`src/design/rgq_pkg.sv`:
```
// Shared types, constants and helpers for the rotated glyph quad setup block.
package rgq_pkg;

  localparam int COORD_W        = 32;
  localparam int UV_W           = 17;
  localparam int TRIG_W         = 18;
  localparam int TRIG_FRAC_BITS = 16;
  localparam int IN_TDATA_W     = 128;
  localparam int IN_TUSER_W     = 2;
  localparam int OUT_TDATA_W    = 104;
  localparam int CFG_INDEX_W    = 3;
  localparam int CFG_DATA_W     = 32;
  localparam int VTX_W          = 3;
  localparam int QUEUE_PTR_W    = 1;
  localparam int QUEUE_DEPTH    = 1 << QUEUE_PTR_W;

  localparam logic [VTX_W-1:0] LAST_VTX = 3'd5;

  // tuser bit positions on the input channel
  localparam int TUSER_START   = 0;
  localparam int TUSER_PRESENT = 1;

  typedef enum logic [CFG_INDEX_W-1:0] {
    REG_SCALE_X     = 3'd0,
    REG_SCALE_Y     = 3'd1,
    REG_COS_ANGLE   = 3'd2,
    REG_SIN_ANGLE   = 3'd3,
    REG_PIVOT_X     = 3'd4,
    REG_PIVOT_Y     = 3'd5,
    REG_PEN_START_X = 3'd6,
    REG_PEN_START_Y = 3'd7
  } cfg_reg_t;

  typedef struct packed {
    logic [31:0]       scale_x;
    logic [31:0]       scale_y;
    logic [TRIG_W-1:0] cos_angle;
    logic [TRIG_W-1:0] sin_angle;
    logic [31:0]       pivot_x;
    logic [31:0]       pivot_y;
    logic [31:0]       pen_start_x;
    logic [31:0]       pen_start_y;
  } cfg_regs_t;

  // Input tdata layout, highest field first (126 bits used of 128).
  typedef struct packed {
    logic [UV_W-1:0] tex_v_bottom;
    logic [UV_W-1:0] tex_u_right;
    logic [UV_W-1:0] tex_v_top;
    logic [UV_W-1:0] tex_u_left;
    logic [15:0]     advance_26_6;
    logic [10:0]     bearing_y;
    logic [10:0]     bearing_x;
    logic [9:0]      bitmap_rows;
    logic [9:0]      bitmap_width;
  } glyph_in_t;

  // One glyph box handed from the front to the back.
  typedef struct packed {
    logic [COORD_W-1:0] x0;
    logic [COORD_W-1:0] x1;
    logic [COORD_W-1:0] y0;
    logic [COORD_W-1:0] y1;
    logic [UV_W-1:0]    u_left;
    logic [UV_W-1:0]    v_top;
    logic [UV_W-1:0]    u_right;
    logic [UV_W-1:0]    v_bottom;
  } quad_t;

  // Corner used by each of the six vertices: p0 p1 p2 p1 p3 p2.
  // Bit 0 picks the right side, bit 1 the bottom side.
  function automatic logic [1:0] vtx_corner(input logic [VTX_W-1:0] k);
    logic [1:0] c;
    unique case (k)
      3'd0:    c = 2'd0;
      3'd1:    c = 2'd1;
      3'd2:    c = 2'd2;
      3'd3:    c = 2'd1;
      3'd4:    c = 2'd3;
      3'd5:    c = 2'd2;
      default: c = 2'd0;
    endcase
    return c;
  endfunction

endpackage

```
`src/design/rgq_fifo.sv`:
```
// Small queue of glyph boxes between the front and the back.
module rgq_fifo (
  input  logic           clk,
  input  logic           rst_n,
  input  logic           wr_valid,
  output logic           wr_ready,
  input  rgq_pkg::quad_t wr_data,
  output logic           rd_valid,
  input  logic           rd_ready,
  output rgq_pkg::quad_t rd_data
);

  rgq_pkg::quad_t                   mem_r [rgq_pkg::QUEUE_DEPTH];
  logic [rgq_pkg::QUEUE_PTR_W-1:0]  wptr_r, rptr_r;
  logic [rgq_pkg::QUEUE_PTR_W:0]    cnt_r;
  logic                             push, pop;

  assign wr_ready = (cnt_r != (rgq_pkg::QUEUE_PTR_W + 1)'(rgq_pkg::QUEUE_DEPTH));
  assign rd_valid = (cnt_r != '0);
  assign push     = wr_valid && wr_ready;
  assign pop      = rd_valid && rd_ready;
  assign rd_data  = mem_r[rptr_r];

  always_ff @(posedge clk) begin
    if (push) begin
      mem_r[wptr_r] <= wr_data;
    end
  end

  always_ff @(posedge clk) begin
    if (!rst_n) begin
      wptr_r <= '0;
      rptr_r <= '0;
      cnt_r  <= '0;
    end else begin
      if (push) begin
        wptr_r <= wptr_r + 1'b1;
      end
      if (pop) begin
        rptr_r <= rptr_r + 1'b1;
      end
      if (push && !pop) begin
        cnt_r <= cnt_r + 1'b1;
      end else if (pop && !push) begin
        cnt_r <= cnt_r - 1'b1;
      end
    end
  end

endmodule

```
`config.mk`:
```
export PLATFORM = sky130hd
export DESIGN_NAME = rgq_fifo
export DESIGN_NICKNAME = d
export VERILOG_FILES = /design/src/design/rgq_pkg.sv /design/src/design/rgq_fifo.sv
export SDC_FILE = /design/constraint.sdc
export NUM_CORES = 1
export LEC_CHECK = 0
export ABC_CLOCK_PERIOD_IN_PS = 8530
export BUFFER_PORTS_ARGS = -buffer_cell sky130_fd_sc_hd__buf_2
export CAP_MARGIN = 20
export CORE_MARGIN = 10
export CORE_UTILIZATION = 44
export CTS_BUF_LIST = sky130_fd_sc_hd__clkbuf_4 sky130_fd_sc_hd__clkbuf_8
export DETAILED_ROUTE_END_ITERATION = 8
export GPL_ROUTABILITY_DRIVEN = 0
export HOLD_SLACK_MARGIN = 0.12
export PLACE_DENSITY = 0.67
export SLEW_MARGIN = 20
export SYNTH_ARGS = -nofsm -noshare
export SYNTH_HDL_FRONTEND = slang
export SYNTH_SLANG_ARGS = --single-unit
```
`constraint.sdc`:
```
create_clock -name clk -period 8.53 [get_ports clk]
set_input_delay 0.853 -clock clk [delete_from_list [all_inputs] [get_ports clk]]
set_output_delay 0.853 -clock clk [all_outputs]
set_load 0.02 [all_outputs]
```
==> flow_results.xml <==
<?xml version="1.0" encoding="UTF-8"?>
<metrics>
  <group name="routing">
    <metric name="drt_wl_total" unit="um">33100</metric>
    <metric name="firstDrtPassIters" unit="">6</metric>
    <metric name="drc" unit="">0</metric>
    <metric name="met2WireLength" unit="um">16200</metric>
    <metric name="detailroute.via_count" unit="">7584</metric>
    <metric name="drt_iter0_markers" unit="">400</metric>
    <metric name="met1_length" unit="um">12600</metric>
    <metric name="avgRoutedWirePerCell" unit="um">20.9</metric>
    <metric name="maxUsedRoutingLayer" unit="">met5</metric>
    <metric name="drt-vias-per-instance" unit="">4.78</metric>
    <metric name="met3RoutedLength" unit="um">3480</metric>
    <metric name="antenna_violating_nets_post_route" unit="">0</metric>
  </group>
  <group name="job">
    <metric name="maxCapViolations" unit="">0</metric>
  </group>
  <group name="worst_setup_path">
    <metric name="critical_path.startpoint_type" unit="">register</metric>
    <metric name="timing.critical_path.cells" unit="">buf_12 -&gt; mux2_2 -&gt; buf_2</metric>
    <metric name="critical_path_peak_fanout" unit="">110</metric>
    <metric name="critical-path-slowest-cell" unit="">sky130_fd_sc_hd__dfxtp_4</metric>
    <metric name="setup.worst_path.class" unit="">register to primary output</metric>
    <metric name="worstPathRequired" unit="ps">7680</metric>
    <metric name="worst-endpoint-arrival" unit="ps">2890</metric>
    <metric name="end_kind" unit="">primary output</metric>
    <metric name="timing.critical_path.slowest_cell_delay" unit="ps">840</metric>
  </group>
  <group name="placement">
    <metric name="numPortBuffers" unit="">397</metric>
    <metric name="dp.final_hpwl" unit="um">22600</metric>
    <metric name="dpl_cell_area" unit="mm2">0.0174</metric>
  </group>
  <group name="cts">
    <metric name="ctsLongestPathBuffers" unit="">3</metric>
    <metric name="cts_hold_repair.buffers" unit="">0</metric>
    <metric name="cts_inserted_buffers" unit="">67</metric>
    <metric name="post_cts_buffers" unit="">0</metric>
    <metric name="tritoncts" unit="">done</metric>
    <metric name="numClockSinks" unit="">397</metric>
    <metric name="cts_htree_levels" unit="">3</metric>
    <metric name="worstSkewPairLatency" unit="ps">590</metric>
    <metric name="cts_resizes" unit="">0</metric>
    <metric name="cts-root-buf" unit="">sky130_fd_sc_hd__clkbuf_8</metric>
    <metric name="clkTransAtPathRegs" unit="ps">60</metric>
  </group>
  <group name="sta">
    <metric name="hold_violations" unit="">0</metric>
    <metric name="fin_worst_skew" unit="ps">13.3</metric>
    <metric name="period_minus_slack" unit="ps">3740</metric>
    <metric name="slew-limit-headroom" unit="">0.279</metric>
    <metric name="timing.final.crit_share" unit="">0.439</metric>
    <metric name="fmax" unit="MHz">267</metric>
    <metric name="setup_violations" unit="">0</metric>
    <metric name="totalNegativeSetupSlack" unit="ps">0</metric>
    <metric name="max_slew.worst_pin.slew" unit="ps">1080</metric>
    <metric name="finalMaxSlewViolations" unit="">0</metric>
    <metric name="rsz_0062_raised_after_global_routing" unit="">no</metric>
  </group>
  <group name="power">
    <metric name="power.ir.vdd_worst" unit="mV">0.346</metric>
    <metric name="p_leak" unit="nW">7.25</metric>
    <metric name="power.density_cell_area" unit="mW/mm2">311</metric>
  </group>
  <group name="grt">
    <metric name="first_global_vias" unit="">8012</metric>
    <metric name="number_of_antenna_violations_at_the_first_check_in_global_routing" unit="">7</metric>
    <metric name="grt_overflow_total" unit="">0</metric>
    <metric name="grtUsageTotal" unit="">0.153</metric>
    <metric name="global_route_wire_length_before_repair" unit="um">48300</metric>
    <metric name="grt_start_max_net_pins" unit="">123</metric>
  </group>
  <group name="yosys">
    <metric name="synth_cell_type_count" unit="">21</metric>
    <metric name="yosysWarnings" unit="">0</metric>
    <metric name="synthArstFlopShare" unit="">0</metric>
    <metric name="edff_count_synth" unit="">392</metric>
    <metric name="ff_latch_count_synth" unit="">397</metric>
    <metric name="synth_seq_area_share" unit="">0.793</metric>
    <metric name="synthesis.area" unit="mm2">0.0150</metric>
    <metric name="synth_nets" unit="">835</metric>
    <metric name="synthesis.instances" unit="">634</metric>
    <metric name="yosys_most_used_dff" unit="">sky130_fd_sc_hd__edfxtp_1</metric>
    <metric name="average_instance_area_after_synthesis" unit="um2">23.6</metric>
  </group>
  <group name="outcome">
    <metric name="outcome" unit="">finished clean</metric>
  </group>
  <group name="floorplan">
    <metric name="die-area" unit="mm2">0.0418</metric>
    <metric name="top_level_ports" unit="">398</metric>
    <metric name="placement_rows" unit="">67</metric>
    <metric name="fp.dieW" unit="um">204</metric>
    <metric name="fp.dieH" unit="um">204</metric>
    <metric name="initial_core_util" unit="">0.446</metric>
    <metric name="core_area" unit="mm2">0.0335</metric>
  </group>
  <group name="final_layout">
    <metric name="final_nets" unit="">1284</metric>
    <metric name="commonest_non_fill_non_tap_cells_in_the_layout" unit="">sky130_fd_sc_hd__buf_2 (397), sky130_fd_sc_hd__edfxtp_1 (392), sky130_fd_sc_hd__mux2_4 (140), sky130_fd_sc_hd__clkbuf_8 (69), sky130_fd_sc_hd__mux2_2 (56)</metric>
    <metric name="drive_above_1_share" unit="">0.626</metric>
    <metric name="final_instance_area" unit="mm2">0.0187</metric>
    <metric name="synthToLayoutAreaGrowth" unit="%">25.0</metric>
    <metric name="utilization" unit="">0.558</metric>
    <metric name="layout_commonest_cell" unit="">sky130_fd_sc_hd__buf_2</metric>
  </group>
  <group name="min_path">
    <metric name="min-delay-path-class" unit="">input pin to register</metric>
  </group>
</metrics>
layer usage:
metal  GRT usage  vias up
met5           0        -
met4      0.0640        8
met3      0.0709       59
met2       0.245      298
met1       0.175     3761
li1            -     3458
worst paths after layout:
kind	depth (start not counted)	slack (ps)	end	from
setup / recovery	3	4790	rd_data[183]	register
setup reg to reg	4	5700	mem_r[0][116]	cnt_r[0]
hold reg to reg	2	560	cnt_r[1]	cnt_r[1]
hold / removal	1	450	mem_r[0][64]	wr_data[64]
logic make-up (layout without fill, tap and decap cells):
kind of cell	count (synthesis)	count (layout)	share of synthesized area
flip-flops	397	397	0.793
multiplexers	196	196	0.183
buffers and inverters	23	523	0.0147
AND/OR/NAND/NOR	9	9	0.00435
AO/OA/AOI/OAI	5	5	0.00234
XOR/XNOR	3	3	0.00176
adder cells (fa/ha/maj)	1	1	0.000836
other	0	6	0
power breakdown:
part           internal, W  total, W  switching [W]
registers          0.00244   0.00254      0.0000931
logic             0.000698   0.00162       0.000927
clock network     0.000925   0.00165       0.000724
total              0.00407   0.00581        0.00174
cell usage after synthesis, drive strengths merged (2+ instances only):
| cell type | n | area, um2 |
|---|---|---|
| edfxtp | 392 | 11800 |
| buf | 22 | 216 |
| mux2 | 196 | 2730 |
| xnor2 | 2 | 17.5 |
| o21ai | 2 | 10.0 |
| a21boi | 2 | 15.0 |
| dfxtp | 5 | 100 |
| and2 | 4 | 25.0 |
critical path: cells and delay by family (launching register included):
family,cells,cell delay (ps)
muxes,1,440
buffers and inverters,2,780
DFF,1,840
cell type report:
type                            count  area [um2]
Antenna cell                        6        15.0
Clock buffer                       94        1140
Clock inverter                     26         184
Fill cell                        2702       14800
Inverter                            1        11.3
Multi-Input combinational cell    214        2880
Sequential cell                   397       11900
Tap cell                          448         561
Timing Repair Buffer              402        2040
flip-flops by register name (all words and copies together), names as in the netlist, named ones only:
register and cells:
wptr_r 1, mem_r 392, rptr_r 1, cnt_r 2
per-stage QoR:
stage | total power (W) | hold WS, ps | setup slack [ps] | instances
floorplan | 0.00379 | 512 | 2570 | 634
global placement | 0.00422 | 539 | 5220 | 1462
detailed placement | 0.00424 | 563 | 5230 | 1462
CTS | 0.00592 | 380 | 4700 | 1582
global route | 0.00609 | 398 | 4640 | 1584
finish | 0.00581 | 446 | 4790 | 1588
Note: power is estimated with default switching activity, not from simulation.
