<file path="src/design/rgq_pkg.sv">
// Shared types, constants and helpers for the rotated glyph quad setup block.
package rgq_pkg;

  localparam int COORD_W        = 32;
  localparam int UV_W           = 17;
  localparam int TRIG_W         = 18;
  localparam int TRIG_FRAC_BITS = 16;
  localparam int IN_TDATA_W     = 128;
  localparam int IN_TUSER_W     = 2;
  localparam int OUT_TDATA_W    = 104;
  localparam int CFG_INDEX_W    = 3;
  localparam int CFG_DATA_W     = 32;
  localparam int VTX_W          = 3;
  localparam int QUEUE_PTR_W    = 1;
  localparam int QUEUE_DEPTH    = 1 << QUEUE_PTR_W;

  localparam logic [VTX_W-1:0] LAST_VTX = 3'd5;

  // tuser bit positions on the input channel
  localparam int TUSER_START   = 0;
  localparam int TUSER_PRESENT = 1;

  typedef enum logic [CFG_INDEX_W-1:0] {
    REG_SCALE_X     = 3'd0,
    REG_SCALE_Y     = 3'd1,
    REG_COS_ANGLE   = 3'd2,
    REG_SIN_ANGLE   = 3'd3,
    REG_PIVOT_X     = 3'd4,
    REG_PIVOT_Y     = 3'd5,
    REG_PEN_START_X = 3'd6,
    REG_PEN_START_Y = 3'd7
  } cfg_reg_t;

  typedef struct packed {
    logic [31:0]       scale_x;
    logic [31:0]       scale_y;
    logic [TRIG_W-1:0] cos_angle;
    logic [TRIG_W-1:0] sin_angle;
    logic [31:0]       pivot_x;
    logic [31:0]       pivot_y;
    logic [31:0]       pen_start_x;
    logic [31:0]       pen_start_y;
  } cfg_regs_t;

  // Input tdata layout, highest field first (126 bits used of 128).
  typedef struct packed {
    logic [UV_W-1:0] tex_v_bottom;
    logic [UV_W-1:0] tex_u_right;
    logic [UV_W-1:0] tex_v_top;
    logic [UV_W-1:0] tex_u_left;
    logic [15:0]     advance_26_6;
    logic [10:0]     bearing_y;
    logic [10:0]     bearing_x;
    logic [9:0]      bitmap_rows;
    logic [9:0]      bitmap_width;
  } glyph_in_t;

  // One glyph box handed from the front to the back.
  typedef struct packed {
    logic [COORD_W-1:0] x0;
    logic [COORD_W-1:0] x1;
    logic [COORD_W-1:0] y0;
    logic [COORD_W-1:0] y1;
    logic [UV_W-1:0]    u_left;
    logic [UV_W-1:0]    v_top;
    logic [UV_W-1:0]    u_right;
    logic [UV_W-1:0]    v_bottom;
  } quad_t;

  // Corner used by each of the six vertices: p0 p1 p2 p1 p3 p2.
  // Bit 0 picks the right side, bit 1 the bottom side.
  function automatic logic [1:0] vtx_corner(input logic [VTX_W-1:0] k);
    logic [1:0] c;
    unique case (k)
      3'd0:    c = 2'd0;
      3'd1:    c = 2'd1;
      3'd2:    c = 2'd2;
      3'd3:    c = 2'd1;
      3'd4:    c = 2'd3;
      3'd5:    c = 2'd2;
      default: c = 2'd0;
    endcase
    return c;
  endfunction

endpackage

</file>
<file path="src/design/rgq_front.sv">
// Front end: accepts glyph items, keeps the pen and forms the glyph box corners.
module rgq_front #(
  parameter int COORD_FRAC_BITS = 16,
  parameter int SCALE_FRAC_BITS = 24
) (
  input  logic                                 clk,
  input  logic                                 rst_n,
  input  logic                                 in_tvalid,
  output logic                                 in_tready,
  input  logic [rgq_pkg::IN_TDATA_W-1:0]       in_tdata,
  input  logic [rgq_pkg::IN_TUSER_W-1:0]       in_tuser,
  input  rgq_pkg::cfg_regs_t                   cfg,
  output logic                                 q_valid,
  input  logic                                 q_ready,
  output rgq_pkg::quad_t                       q_data
);

  localparam int RSH = (SCALE_FRAC_BITS >= COORD_FRAC_BITS) ?
                       (SCALE_FRAC_BITS - COORD_FRAC_BITS) : 0;
  localparam int LSH = (SCALE_FRAC_BITS >= COORD_FRAC_BITS) ?
                       0 : (COORD_FRAC_BITS - SCALE_FRAC_BITS);
  localparam int PROD_W = 45;

  // Each multiply state issues one product; the next state folds it into a corner, or the advance into the pen.
  typedef enum logic [2:0] {
    S_IDLE,
    S_MUL_BX,
    S_MUL_W,
    S_MUL_DY,
    S_MUL_ROWS,
    S_MUL_ADV,
    S_PUSH
  } state_t;

  state_t                       state_r;
  rgq_pkg::glyph_in_t           g_r;
  logic                         start_r;
  logic                         present_r;
  logic [31:0]                  pen_r;
  logic [31:0]                  x0_r, x1_r, y0_r, y1_r;
  logic signed [PROD_W-1:0]     prod_r;
  logic signed [PROD_W-1:0]     prod_nxt;
  logic signed [11:0]           op_a;
  logic [31:0]                  op_b;
  logic signed [32:0]           op_b_s;
  logic signed [63:0]           prod_ext;
  logic [31:0]                  scaled;
  logic                         in_acc;

  assign in_tready = (state_r == S_IDLE) || ((state_r == S_PUSH) && q_ready);
  assign in_acc    = in_tvalid && in_tready;

  always_comb begin
    op_a = '0;
    op_b = cfg.scale_x;
    case (state_r)
      S_MUL_BX:   op_a = {g_r.bearing_x[10], g_r.bearing_x};
      S_MUL_W:    op_a = {2'b00, g_r.bitmap_width};
      S_MUL_DY: begin
        op_a = {g_r.bearing_y[10], g_r.bearing_y} - {2'b00, g_r.bitmap_rows};
        op_b = cfg.scale_y;
      end
      S_MUL_ROWS: begin
        op_a = {2'b00, g_r.bitmap_rows};
        op_b = cfg.scale_y;
      end
      S_MUL_ADV:  op_a = {2'b00, g_r.advance_26_6[15:6]};
      default:    op_a = '0;
    endcase
  end

  assign op_b_s   = $signed({1'b0, op_b});
  assign prod_nxt = op_a * op_b_s;

  // Bring pixel count times Q8.24 scale to coordinate format, flooring.
  assign prod_ext = {{(64 - PROD_W){prod_r[PROD_W-1]}}, prod_r};
  assign scaled   = 32'((prod_ext >>> RSH) << LSH);

  always_ff @(posedge clk) begin
    if (!rst_n) begin
      state_r <= S_IDLE;
      pen_r   <= '0;
    end else begin
      if (in_acc) begin
        g_r       <= rgq_pkg::glyph_in_t'(in_tdata[125:0]);
        start_r   <= in_tuser[rgq_pkg::TUSER_START];
        present_r <= in_tuser[rgq_pkg::TUSER_PRESENT];
      end
      if (state_r != S_PUSH) begin
        prod_r <= prod_nxt;
      end
      unique case (state_r)
        S_IDLE: begin
          if (in_acc) begin
            state_r <= S_MUL_BX;
          end
        end
        S_MUL_BX: begin
          // reload happens even for a missing glyph
          if (start_r) begin
            pen_r <= cfg.pen_start_x;
          end
          state_r <= present_r ? S_MUL_W : S_IDLE;
        end
        S_MUL_W: begin
          x0_r    <= pen_r + scaled;
          state_r <= S_MUL_DY;
        end
        S_MUL_DY: begin
          x1_r    <= x0_r + scaled;
          state_r <= S_MUL_ROWS;
        end
        S_MUL_ROWS: begin
          y0_r    <= cfg.pen_start_y + scaled;
          state_r <= S_MUL_ADV;
        end
        S_MUL_ADV: begin
          y1_r    <= y0_r + scaled;
          state_r <= S_PUSH;
        end
        S_PUSH: begin
          // hold until the queue takes the box, then advance the pen
          if (q_ready) begin
            pen_r   <= pen_r + scaled;
            state_r <= in_acc ? S_MUL_BX : S_IDLE;
          end
        end
        default: state_r <= S_IDLE;
      endcase
    end
  end

  assign q_valid         = (state_r == S_PUSH);
  assign q_data.x0       = x0_r;
  assign q_data.x1       = x1_r;
  assign q_data.y0       = y0_r;
  assign q_data.y1       = y1_r;
  assign q_data.u_left   = g_r.tex_u_left;
  assign q_data.v_top    = g_r.tex_v_top;
  assign q_data.u_right  = g_r.tex_u_right;
  assign q_data.v_bottom = g_r.tex_v_bottom;

endmodule

</file>
<file path="config.mk">
export PLATFORM = sky130hd
export DESIGN_NAME = rgq_front
export DESIGN_NICKNAME = d
export VERILOG_FILES = /design/src/design/rgq_pkg.sv /design/src/design/rgq_front.sv
export SDC_FILE = /design/constraint.sdc
export NUM_CORES = 1
export LEC_CHECK = 0
export ABC_AREA = 0
export BUFFER_PORTS_ARGS = -buffer_cell sky130_fd_sc_hd__buf_2
export CELL_PAD_IN_SITES_DETAIL_PLACEMENT = 1
export CELL_PAD_IN_SITES_GLOBAL_PLACEMENT = 2
export CORE_UTILIZATION = 39
export CTS_CLUSTER_SIZE = 20
export DETAILED_ROUTE_END_ITERATION = 6
export PLACE_DENSITY = 0.89
export SETUP_SLACK_MARGIN = 0.3
export SLEW_MARGIN = 20
export SYNTH_ARGS = -nofsm -noshare
export SYNTH_HDL_FRONTEND = slang
export SYNTH_SLANG_ARGS = --single-unit
</file>
<file path="constraint.sdc">
create_clock -name clk -period 15.6 [get_ports clk]
set_input_delay 1.56 -clock clk [delete_from_list [all_inputs] [get_ports clk]]
set_output_delay 1.56 -clock clk [all_outputs]
set_load 0.01 [all_outputs]
</file>
==> results.py <==
metrics = {
    "logic_synthesis": {
        "yosys_warnings": 0,
        "yosysTopAreaCellShare_pct": 29.51,
        "synth_most_common_cell": "inv_1",
        "ys_seq_area_share_pct": 31.95,
        "ys_ff_latch": 317,
        "async_reset_ff_share_pct": 0,
        "syn_inst": 2836,
        "synth_cell_types": 70,
        "ys_top_cells_by_area": "edfxtp_1 30%, fa_1 21%, ha_1 9.8%",
        "synthesis.nets": 3722,
        "synth_area_per_cell_um2": 10.12,
        "ys.flop_type": "edfxtp_1",
        "synthTopCellsByCount": "415 x inv_1, 348 x nand2_1, 300 x fa_1, 282 x edfxtp_1, 224 x ha_1",
        "synth_largest_area_cell": "edfxtp_1",
        "synth_edf_count": 282,
        "syn_area_mm2": 0.02870,
    },
    "drt": {
        "wl_per_cell_um": 20.22,
        "routed_wl_um": 84570,
        "post-route-drc-count": 0,
        "firstDrtPassIters": 5,
        "dr.first_iter.drc_count": 1042,
        "routed_via_density": 5.150,
        "antenna_left": 0,
        "num_vias": 21540,
    },
    "job": {
        "maxCapViolCount": 0,
    },
    "die": {
        "floorplan.initialDensity_pct": 39.40,
        "die_area_mm2": 0.07467,
        "ios": 560,
        "chipHeight_um": 273.3,
        "dieWidth_um": 273.3,
        "rows": 99,
        "core_mm2": 0.07283,
    },
    "clocking": {
        "cts_setup_buffers": 0,
        "post_cts_resized": 0,
        "cts_root_buf": "clkbuf_16",
        "cts_made_buffers": 39,
        "insertion_delay_ns": 0.56,
        "cts_hold_buffers": 0,
        "max-clock-path-buffers": 3,
        "clk_pin_slew_worst_paths_ns": 0.06,
        "cts.sinks": 317,
        "cts_tree": "yes",
        "h-tree-depth": 2,
    },
    "placement": {
        "numPortBuffers": 451,
        "dpl_cell_area_mm2": 0.03159,
        "place.gp.congestion": 0.8515,
        "dpl.hpwl_um": 67940,
    },
    "critical_path": {
        "required_ns": 15.88,
        "cp.arrival_ns": 9.74,
        "cp_slowest_cell": "dfxtp_1",
        "r2r-start": "state_r[0]",
        "cp_slowest_stage_delay_ns": 0.96,
        "cp-start-kind": "flop",
        "crit_fanout": 32,
        "crit_type": "reg -> reg",
        "cp-startpoint": "state_r[0]",
        "crit_path_end_kind": "flop",
    },
    "sta": {
        "tns_ns": 0,
        "rsz0062_at_grt": "false",
        "hold_viol_final": 0,
        "slew_viol_final": 0,
        "period_needed_ns": 9.466,
        "worst_pin_slew_ns": 1.102,
        "fmax_mhz": 105.6,
        "period_share_pct": 60.68,
        "relSlewSlack_pct": 26.51,
        "skew_ns": 0.02371,
        "setup_violations": 0,
    },
    "cells_and_area": {
        "seq_area_mm2": 0.009169,
        "finish.net_count": 4079,
        "multiInputGateArea_mm2": 0.01725,
        "syn2layout_area_growth_pct": 14.17,
        "final_area_mm2": 0.03276,
        "fillCellCount": 8298,
        "drive_gt1_share_pct": 18.34,
    },
    "power": {
        "peakVddDrop_mv": 0.08988,
        "powerDensity_mw_per_mm2": 173.0,
        "leakage_uw": 0.01479,
    },
    "grt": {
        "grt_pass1_vias": 23230,
        "grt_usage_pct": 22.72,
        "grt_max_degree": 87,
        "grt_pass1_wl_um": 130500,
        "antenna_found_initial": 5,
        "grt-ovfl-total": 0,
    },
    "worst_hold_path": {
        "hp-class": "reg -> reg",
        "worstHoldStart": "pen_r[7]",
    },
    "run_status": {
        "status": "complete, no violations",
    },
}
-- layout make-up --
type	instances	area share [%]
Clock buffer	51	3.116
Multi-Input combinational cell	1947	52.64
Timing Repair Buffer	472	7.382
Antenna cell	1	0.007638
Sequential cell	317	27.99
Clock inverter	20	0.4392
Inverter	416	4.766
Tap cell	959	3.663
-- report_power, final --
group	total, uW	internal (uW)	switching, uW
clock	841	467	373
combinational	3480	1450	2030
sequential	1350	1230	122
-- kinds of logic after synthesis --
kind of cell               share of synthesized area (%)
AOI/OAI and AO/OA                                  10.55
xor gates and xnor gates                           4.609
adders and majority gates                          30.70
buffers and inverters                              8.372
DFF                                                31.95
muxes                                              1.866
and+or+nand+nor                                    11.96
-- state kept, by name, summed over array words and instances (netlist names) --
signal	flops
pen_r	32
g_r	52
present_r	1
q_data	68
y1_r	32
prod_r	32
start_r	1
x1_r	32
state_r	3
y0_r	32
x0_r	32
-- layer usage --
layer	wire, um	vias to the layer above	share of wire (%)	global-route usage, %
li1	-	10060	-	-
met2	40320	554	48	38.73
met5	38	-	0.045	0
met3	4371	106	5.2	3.465
met4	1775	6	2.1	5.557
met1	38060	10820	45	30.16
-- metrics by stage --
step	setup slack, ns	power [uW]	utilization [%]	instances	hold slack, ns
2_1_floorplan	7.764	3912	-	2836	0.4362
3_3_place_gp	6.158	4729	43.37	4111	0.4426
3_5_place_dp	6.117	4851	43.37	4111	0.4616
4_1_cts	6.080	5726	44.97	4182	0.4723
5_1_grt	5.662	6207	44.98	4183	0.4965
6_report	6.134	5667	44.98	4183	0.4631
-- placed cells by master, fill, tap and decap left out, types with 44 or more instances in the layout --
master | Yosys | routed
nor2_1 | 178 | 176
ha_1 | 224 | 224
inv_1 | 415 | 415
a21oi_1 | 137 | 136
and2_1 | 44 | 44
nand2_1 | 348 | 347
fa_1 | 300 | 300
o21ai_0 | 69 | 68
nor2b_1 | 65 | 65
a21o_1 | 60 | 60
buf_2 | 0 | 451
edfxtp_1 | 282 | 282
xor2_1 | 45 | 45
xnor2_1 | 106 | 106
-- path summary, 6_finish.rpt --
kind,end,slack [ns],depth (start not counted)
hold reg to reg,pen_r[7],0.46,2
setup reg to reg,prod_r[37],6.13,25
hold / removal,pen_r[7],0.46,2
setup / recovery,prod_r[37],6.13,25
-- worst max-delay path, delay by kind of cell (launching register included) --
| kind | cells | cell delay (ns) |
|---|---|---|
| DFF | 1 | 0.96 |
| and+or+nand+nor | 4 | 1.55 |
| buffers and inverters | 4 | 0.53 |
| xor gates and xnor gates | 1 | 0.18 |
| adders and majority gates | 6 | 2.45 |
| AOI/OAI and AO/OA | 10 | 3.46 |
No activity file was read; power rests on OpenSTA's default activity.
